--- config.mk ---
export PLATFORM = sky130hd
export DESIGN_NAME = pls_ctrl
export DESIGN_NICKNAME = d
export VERILOG_FILES = /design/src/hw/rtl/pls_pkg.sv /design/src/hw/rtl/pls_ctrl.sv
export SDC_FILE = /design/constraint.sdc
export NUM_CORES = 1
export LEC_CHECK = 0
export ABC_AREA = 1
export BUFFER_PORTS_ARGS = -buffer_cell sky130_fd_sc_hd__buf_2
export CAP_MARGIN = 20
export CORE_ASPECT_RATIO = 0.7
export CORE_UTILIZATION = 59
export DETAILED_ROUTE_END_ITERATION = 8
export HOLD_SLACK_MARGIN = 0.08
export PLACE_DENSITY_LB_ADDON = 0.1
export SKIP_CTS_REPAIR_TIMING = 1
export SLEW_MARGIN = 20
export SYNTH_ARGS = -nofsm -noshare
export SYNTH_HDL_FRONTEND = slang
export SYNTH_SLANG_ARGS = --single-unit
--- constraint.sdc ---
create_clock -name clk -period 7.8 [get_ports clk]
set_clock_uncertainty 0.1 [all_clocks]
set_input_delay 1.17 -clock clk [delete_from_list [all_inputs] [get_ports clk]]
set_output_delay 1.17 -clock clk [all_outputs]
set_load 0.005 [all_outputs]
--- src/hw/rtl/pls_pkg.sv ---
package pls_pkg;

  localparam int CAPACITY = 256;
  localparam int AW       = $clog2(CAPACITY);
  localparam int CW       = $clog2(CAPACITY + 1);
  localparam int POS_W    = 9;
  localparam int LEN_W    = 9;
  localparam int DATA_W   = 32;
  localparam int CMP_W    = ((CW > POS_W) ? CW : POS_W) + 1;

  typedef logic signed [DATA_W-1:0] data_t;
  typedef logic [AW-1:0]            addr_t;
  typedef logic [CW-1:0]            count_t;

  typedef enum logic [1:0] {
    ACT_READ   = 2'd0,
    ACT_MODIFY = 2'd1,
    ACT_INSERT = 2'd2,
    ACT_REMOVE = 2'd3
  } action_t;

  typedef enum logic [1:0] {
    ST_IDLE,
    ST_RDWAIT,
    ST_SHIFT,
    ST_PLACE
  } state_t;

  typedef struct packed {
    logic  we;
    addr_t waddr;
    data_t wdata;
    addr_t raddr;
  } mem_req_t;

endpackage

--- src/hw/rtl/pls_ctrl.sv ---
module pls_ctrl
  import pls_pkg::*;
(
  input  logic               clk,
  input  logic               rst_n,
  input  logic               start,
  output logic               busy,
  input  logic [1:0]         in_action,
  input  logic [POS_W-1:0]   in_position,
  input  logic signed [31:0] in_value,
  output logic               out_valid,
  output logic               out_ok,
  output logic signed [31:0] out_read_value,
  output logic [LEN_W-1:0]   out_length,
  output mem_req_t           mem_req,
  input  data_t              mem_rdata
);

  state_t  state_r, state_nxt;
  count_t  count_r, count_nxt;
  addr_t   ptr_r, ptr_nxt;
  addr_t   idx_r, idx_nxt;
  action_t act_r, act_nxt;
  data_t   val_r, val_nxt;
  logic    out_valid_r, out_valid_nxt;
  logic    out_ok_r, out_ok_nxt;
  data_t   out_rd_r, out_rd_nxt;
  logic [LEN_W-1:0] out_len_r, out_len_nxt;

  action_t          act_in;
  logic [CMP_W-1:0] pos_w, cnt_w, idx_w;
  count_t           cnt_m1;
  logic             pos_ok, pos_ok_ins;

  assign act_in     = action_t'(in_action);
  assign pos_w      = CMP_W'(in_position);
  assign cnt_w      = CMP_W'(count_r);
  assign idx_w      = pos_w - CMP_W'(1);
  assign cnt_m1     = count_r - CW'(1);
  assign pos_ok     = (pos_w != '0) && (pos_w <= cnt_w);
  assign pos_ok_ins = (pos_w != '0) && (pos_w <= cnt_w + CMP_W'(1)) &&
                      (cnt_w < CMP_W'(CAPACITY));

  assign busy = (state_r != ST_IDLE);

  always_comb begin
    state_nxt     = state_r;
    count_nxt     = count_r;
    ptr_nxt       = ptr_r;
    idx_nxt       = idx_r;
    act_nxt       = act_r;
    val_nxt       = val_r;
    out_valid_nxt = 1'b0;
    out_ok_nxt    = 1'b0;
    out_rd_nxt    = '0;
    out_len_nxt   = LEN_W'(count_r);
    mem_req       = '0;

    case (state_r)
      ST_IDLE: begin
        if (start) begin
          act_nxt = act_in;
          val_nxt = in_value;
          idx_nxt = idx_w[AW-1:0];
          case (act_in)
            ACT_READ: begin
              if (pos_ok) begin
                mem_req.raddr = idx_w[AW-1:0];
                state_nxt     = ST_RDWAIT;
              end else begin
                out_valid_nxt = 1'b1;
              end
            end
            ACT_MODIFY: begin
              out_valid_nxt = 1'b1;
              if (pos_ok) begin
                mem_req.we    = 1'b1;
                mem_req.waddr = idx_w[AW-1:0];
                mem_req.wdata = in_value;
                out_ok_nxt    = 1'b1;
              end
            end
            ACT_INSERT: begin
              if (!pos_ok_ins) begin
                out_valid_nxt = 1'b1;
              end else if (pos_w == cnt_w + CMP_W'(1)) begin
                // append: no entries to move
                mem_req.we    = 1'b1;
                mem_req.waddr = idx_w[AW-1:0];
                mem_req.wdata = in_value;
                count_nxt     = count_r + CW'(1);
                out_valid_nxt = 1'b1;
                out_ok_nxt    = 1'b1;
                out_len_nxt   = LEN_W'(count_nxt);
              end else begin
                // move tail up one slot, starting at the last entry
                mem_req.raddr = cnt_m1[AW-1:0];
                ptr_nxt       = cnt_m1[AW-1:0];
                state_nxt     = ST_SHIFT;
              end
            end
            ACT_REMOVE: begin
              if (!pos_ok) begin
                out_valid_nxt = 1'b1;
              end else if (pos_w == cnt_w) begin
                count_nxt     = cnt_m1;
                out_valid_nxt = 1'b1;
                out_ok_nxt    = 1'b1;
                out_len_nxt   = LEN_W'(count_nxt);
              end else begin
                // move tail down one slot, starting after the removed entry
                mem_req.raddr = pos_w[AW-1:0];
                ptr_nxt       = pos_w[AW-1:0];
                state_nxt     = ST_SHIFT;
              end
            end
            default: begin
              out_valid_nxt = 1'b1;
            end
          endcase
        end
      end
      ST_RDWAIT: begin
        out_valid_nxt = 1'b1;
        out_ok_nxt    = 1'b1;
        out_rd_nxt    = mem_rdata;
        state_nxt     = ST_IDLE;
      end
      ST_SHIFT: begin
        mem_req.we    = 1'b1;
        mem_req.wdata = mem_rdata;
        if (act_r == ACT_INSERT) begin
          mem_req.waddr = ptr_r + AW'(1);
          if (ptr_r == idx_r) begin
            state_nxt = ST_PLACE;
          end else begin
            mem_req.raddr = ptr_r - AW'(1);
            ptr_nxt       = ptr_r - AW'(1);
          end
        end else begin
          mem_req.waddr = ptr_r - AW'(1);
          if (ptr_r == cnt_m1[AW-1:0]) begin
            count_nxt     = cnt_m1;
            out_valid_nxt = 1'b1;
            out_ok_nxt    = 1'b1;
            out_len_nxt   = LEN_W'(count_nxt);
            state_nxt     = ST_IDLE;
          end else begin
            mem_req.raddr = ptr_r + AW'(1);
            ptr_nxt       = ptr_r + AW'(1);
          end
        end
      end
      ST_PLACE: begin
        mem_req.we    = 1'b1;
        mem_req.waddr = idx_r;
        mem_req.wdata = val_r;
        count_nxt     = count_r + CW'(1);
        out_valid_nxt = 1'b1;
        out_ok_nxt    = 1'b1;
        out_len_nxt   = LEN_W'(count_nxt);
        state_nxt     = ST_IDLE;
      end
      default: begin
        state_nxt = ST_IDLE;
      end
    endcase
  end

  always_ff @(posedge clk) begin
    if (!rst_n) begin
      state_r     <= ST_IDLE;
      count_r     <= '0;
      out_valid_r <= 1'b0;
    end else begin
      state_r     <= state_nxt;
      count_r     <= count_nxt;
      out_valid_r <= out_valid_nxt;
    end
  end

  always_ff @(posedge clk) begin
    ptr_r     <= ptr_nxt;
    idx_r     <= idx_nxt;
    act_r     <= act_nxt;
    val_r     <= val_nxt;
    out_ok_r  <= out_ok_nxt;
    out_rd_r  <= out_rd_nxt;
    out_len_r <= out_len_nxt;
  end

  assign out_valid      = out_valid_r;
  assign out_ok         = out_ok_r;
  assign out_read_value = out_rd_r;
  assign out_length     = out_len_r;

`ifndef SYNTHESIS
  a_count_bound: assert property (@(posedge clk) disable iff (!rst_n)
    count_r <= CW'(CAPACITY))
    else $error("element count above capacity");

  a_count_step: assert property (@(posedge clk) disable iff (!rst_n)
    1'b1 |=> (count_r == $past(count_r)) || (count_r == $past(count_r) + CW'(1)) ||
             (count_r == $past(count_r) - CW'(1)))
    else $error("element count moved by more than one");

  a_reject_zero: assert property (@(posedge clk) disable iff (!rst_n)
    (out_valid_r && !out_ok_r) |-> (out_rd_r == '0))
    else $error("rejected transfer carries nonzero read value");

  a_shift_no_overlap: assert property (@(posedge clk) disable iff (!rst_n)
    (state_r == ST_SHIFT && state_nxt == ST_SHIFT) |-> (mem_req.waddr != mem_req.raddr))
    else $error("shift writes the entry it reads");

  a_count_only_on_result: assert property (@(posedge clk) disable iff (!rst_n)
    (count_nxt != count_r) |-> out_valid_nxt)
    else $error("length changed without a result");
`endif

endmodule
==> flow_metrics.py <==
metrics = {
    "outcome": {
        "status": "finished, final reports clean",
    },
    "global_route": {
        "grt_pass1_wl_um": 36020,
        "grt_pass1_vias": 6896,
        "grt_usage_pct": 38.03,
        "antenna_found_initial": 0,
        "grt_max_degree": 45,
        "grt_overflow": 0,
    },
    "yosys": {
        "synthDistinctLibCells": 41,
        "synth_fa_ha_area_share_pct": 5.038,
        "yosysSeqAreaShare_pct": 37.14,
        "synth_xor_area_share_pct": 2.771,
        "synth_compound_area_share_pct": 12.54,
        "synth_top_family_by_area": "simple AND/OR/NAND/NOR gates",
        "synth-simple-area-share_pct": 32.42,
        "syn_area_um2": 6954,
        "yosysWarnings": 0,
        "synthMuxAreaShare_pct": 0,
        "async_flop_share_pct": 0,
        "synth_edf_count": 50,
        "synth_seq_cells": 104,
        "synth-main-ff-cell": "dfxtp_1",
        "syn_inst": 978,
        "syn_nets": 1084,
        "syn_area_per_cell_um2": 7.111,
    },
    "die": {
        "die_w_um": 131.8,
        "core-area_um2": 11250,
        "start_util_pct": 61.81,
        "rows": 32,
        "die-area_um2": 12230,
        "fp.dieH_um": 92.84,
        "design.portCount": 171,
    },
    "finish": {
        "nFillCells": 952,
        "num_antenna_cells": 0,
        "fin_nets": 1233,
        "finish.utilization_pct": 72.66,
        "final_common_cell": "nand2_1",
        "layout_common_cells": "nand2_1, buf_2, nand3_1",
        "area_growth_pct": 17.56,
        "drive_above_1_share_pct": 20.58,
        "design_area_um2": 8175,
    },
    "timing": {
        "rsz0062_at_grt": "false",
        "slew_viol_final": 0,
        "finalCritPeriodShare_pct": 70.45,
        "slew_headroom_pct": 33.85,
        "fmax_mhz": 182.0,
        "layout_min_cycle_time_ns": 5.495,
        "setup_viol": 0,
        "setup-tns-final_ns": 0,
        "hold_violations": 0,
        "tightest_slew_ns": 0.9923,
        "finalHoldWorstSlack_ns": 0.6186,
        "worst_slack_ns": 2.305,
    },
    "setup_path": {
        "reg2regPathDepth": 17,
        "cp_data_arrival_time_ns": 4.22,
        "path_cells": "ha_1 > nand2_1 > o21ai_0 > o21ai_0 > ha_1 > nand2_1 > nor2_1 > nand4_1 > nor2_2 > nand3_1 > nand2_2 > nand2_2 > o221ai_1 > buf_2",
        "cp_slowest_stage_delay_ns": 0.60,
        "path_buf_inv": 1,
        "cp_slowest_cell": "dfxtp_1",
        "crit_fanout": 34,
        "cp_data_required_time_ns": 6.53,
        "cp-start-kind": "register",
        "cp.depth": 14,
        "cp_top_family": "simple AND/OR/NAND/NOR gates",
        "cp-end-kind": "output port",
        "crit_type": "register to output port",
    },
    "cts": {
        "clockRootBuffer": "clkbuf_16",
        "path_clk_slew_ns": 0.08,
        "cts_htree_levels": 3,
        "cts_buffers": 9,
        "cts_tree": "done",
        "clk_latency_ns": 0.36,
        "cts.sinks": 104,
        "clockBufferDepth": 2,
    },
    "power": {
        "combPwrFrac_pct": 31.2,
        "p_sw_w": 0.0006071,
        "pwr-share-clk_pct": 28.6,
        "power_leakage_nw": 4.083,
        "intPower_w": 0.001044,
        "seqPwrFrac_pct": 40.2,
        "switching_share_pct": 36.76,
        "power_density_nw_per_um2": 202.0,
        "irDropWorstVdd_uv": 119.5,
    },
    "placement": {
        "portBuffers": 170,
        "dpl_cell_area_um2": 7859,
        "gp_congestion": 1.068,
        "preCtsSetupSlack_ns": 2.763,
        "dpl.hpwl_um": 17440,
    },
    "drt": {
        "wl_um": 22890,
        "remaining_drc_errors": 0,
        "num_vias": 7567,
        "firstDrtPassIters": 7,
        "antenna_left": 0,
        "avgRoutedWirePerCell_um": 17.82,
        "first_iter_violations": 1012,
        "vias_per_cell": 5.889,
    },
    "hold_path": {
        "worstHoldPathCells": 4,
        "min_path_type": "register to register",
    },
    "job": {
        "drv_cap": 0,
    },
}
==> final timing paths <==
kind | startpoint | to | slack [ns]
max reg2reg | count_r[0] | ptr_r[1] | 3.78
max | count_r[0] | mem_req[41] | 2.31
min | count_r[6] | out_length[6] | 0.62
min reg2reg | count_r[6] | out_length[6] | 0.62
==> logic make-up after synthesis <==
group,count (synthesis)
and+or+nand+nor,513
buffers and inverters,172
AOI/OAI and AO/OA,139
DFF,104
adders and majority gates,28
xor gates and xnor gates,22
==> sequential cells by signal, summed over array words and instances, names as in the netlist <==
name            flops
idx_r               8
state_r             2
out_ok              1
out_length          9
out_valid           1
act_r               2
out_read_value     32
ptr_r               8
val_r              32
count_r             9
==> worst register-to-register path, cell delays in order, from the launching register on <==
cell and delay (ns):
dfxtp_1 0.60, ha_1 0.27, nand2_1 0.09, nor2_1 0.21
nand2_1 0.10, o21ai_0 0.31, ha_1 0.31, inv_1 0.08
nor2_1 0.05, o21ai_1 0.12, nand2_1 0.06, clkinv_1 0.06
nand3_2 0.10, nor2_4 0.25, inv_2 0.08, nand3_1 0.07
nand2_1 0.09, nor2_1 0.70
==> layer usage <==
layer	part of all wire [%]	track usage, %	routed length [um]
met1	43	56.02	9780
met2	40	53.70	9149
met3	15	12.42	3524
met4	1.9	7.171	439
met5	0	0	0
==> power groups by stage <==
stage | Clock [W] | Sequential (W) | Combinational (W)
finish | 0.000472 | 0.000664 | 0.000516
floorplan | 0 | 0.000661 | 0.000337
CTS | 0.000475 | 0.000661 | 0.000494
detailed placement | 0 | 0.000673 | 0.000490
global route | 0.000494 | 0.000667 | 0.000565
global placement | 0 | 0.000672 | 0.000487
==> layout make-up <==
type                            count  area, um2  share of cell area [%]
Sequential cell                   104       2582                   31.59
Tap cell                          153      191.4                   2.342
Inverter                          133      499.2                   6.107
Clock inverter                      6      76.32                  0.9336
Clock buffer                       10      229.0                   2.801
Multi-Input combinational cell    702       3682                   45.04
Timing Repair Buffer              177      914.6                   11.19
==> synth_stat cells (2+ instances only) <==
cell | n | area, um2
dfxtp_1 | 54 | 1081
nor2_1 | 96 | 360.4
a21oi_1 | 44 | 220.2
buf_2 | 12 | 60.06
inv_2 | 7 | 26.28
ha_1 | 28 | 350.3
nand4_1 | 13 | 81.33
or2_2 | 2 | 12.51
o21ai_0 | 22 | 110.1
buf_1 | 3 | 11.26
nand3_1 | 123 | 615.6
edfxtp_1 | 50 | 1501
xnor2_1 | 5 | 43.79
o21a_1 | 2 | 15.01
nand3_2 | 4 | 40.04
nor2_4 | 3 | 33.78
clkbuf_1 | 16 | 60.06
nand2_1 | 243 | 912.1
clkinv_1 | 8 | 30.03
buf_6 | 3 | 33.78
o21ai_1 | 3 | 15.01
o31ai_1 | 3 | 22.52
buf_4 | 5 | 37.54
inv_1 | 118 | 442.9
a221oi_1 | 4 | 35.03
xor2_1 | 17 | 148.9
nor3_1 | 7 | 35.03
nor2_2 | 9 | 56.30
o211ai_1 | 45 | 337.8
o22ai_1 | 9 | 56.30
o221ai_1 | 2 | 17.52
nand2_2 | 9 | 56.30
==> through the flow <==
step,total power (W),instances
finish,0.001651,1285
global route,0.001726,1285
CTS,0.001630,1284
detailed placement,0.001164,1268
global placement,0.001160,1267
floorplan,0.0009973,978
Power figures use the tool's default switching activity.
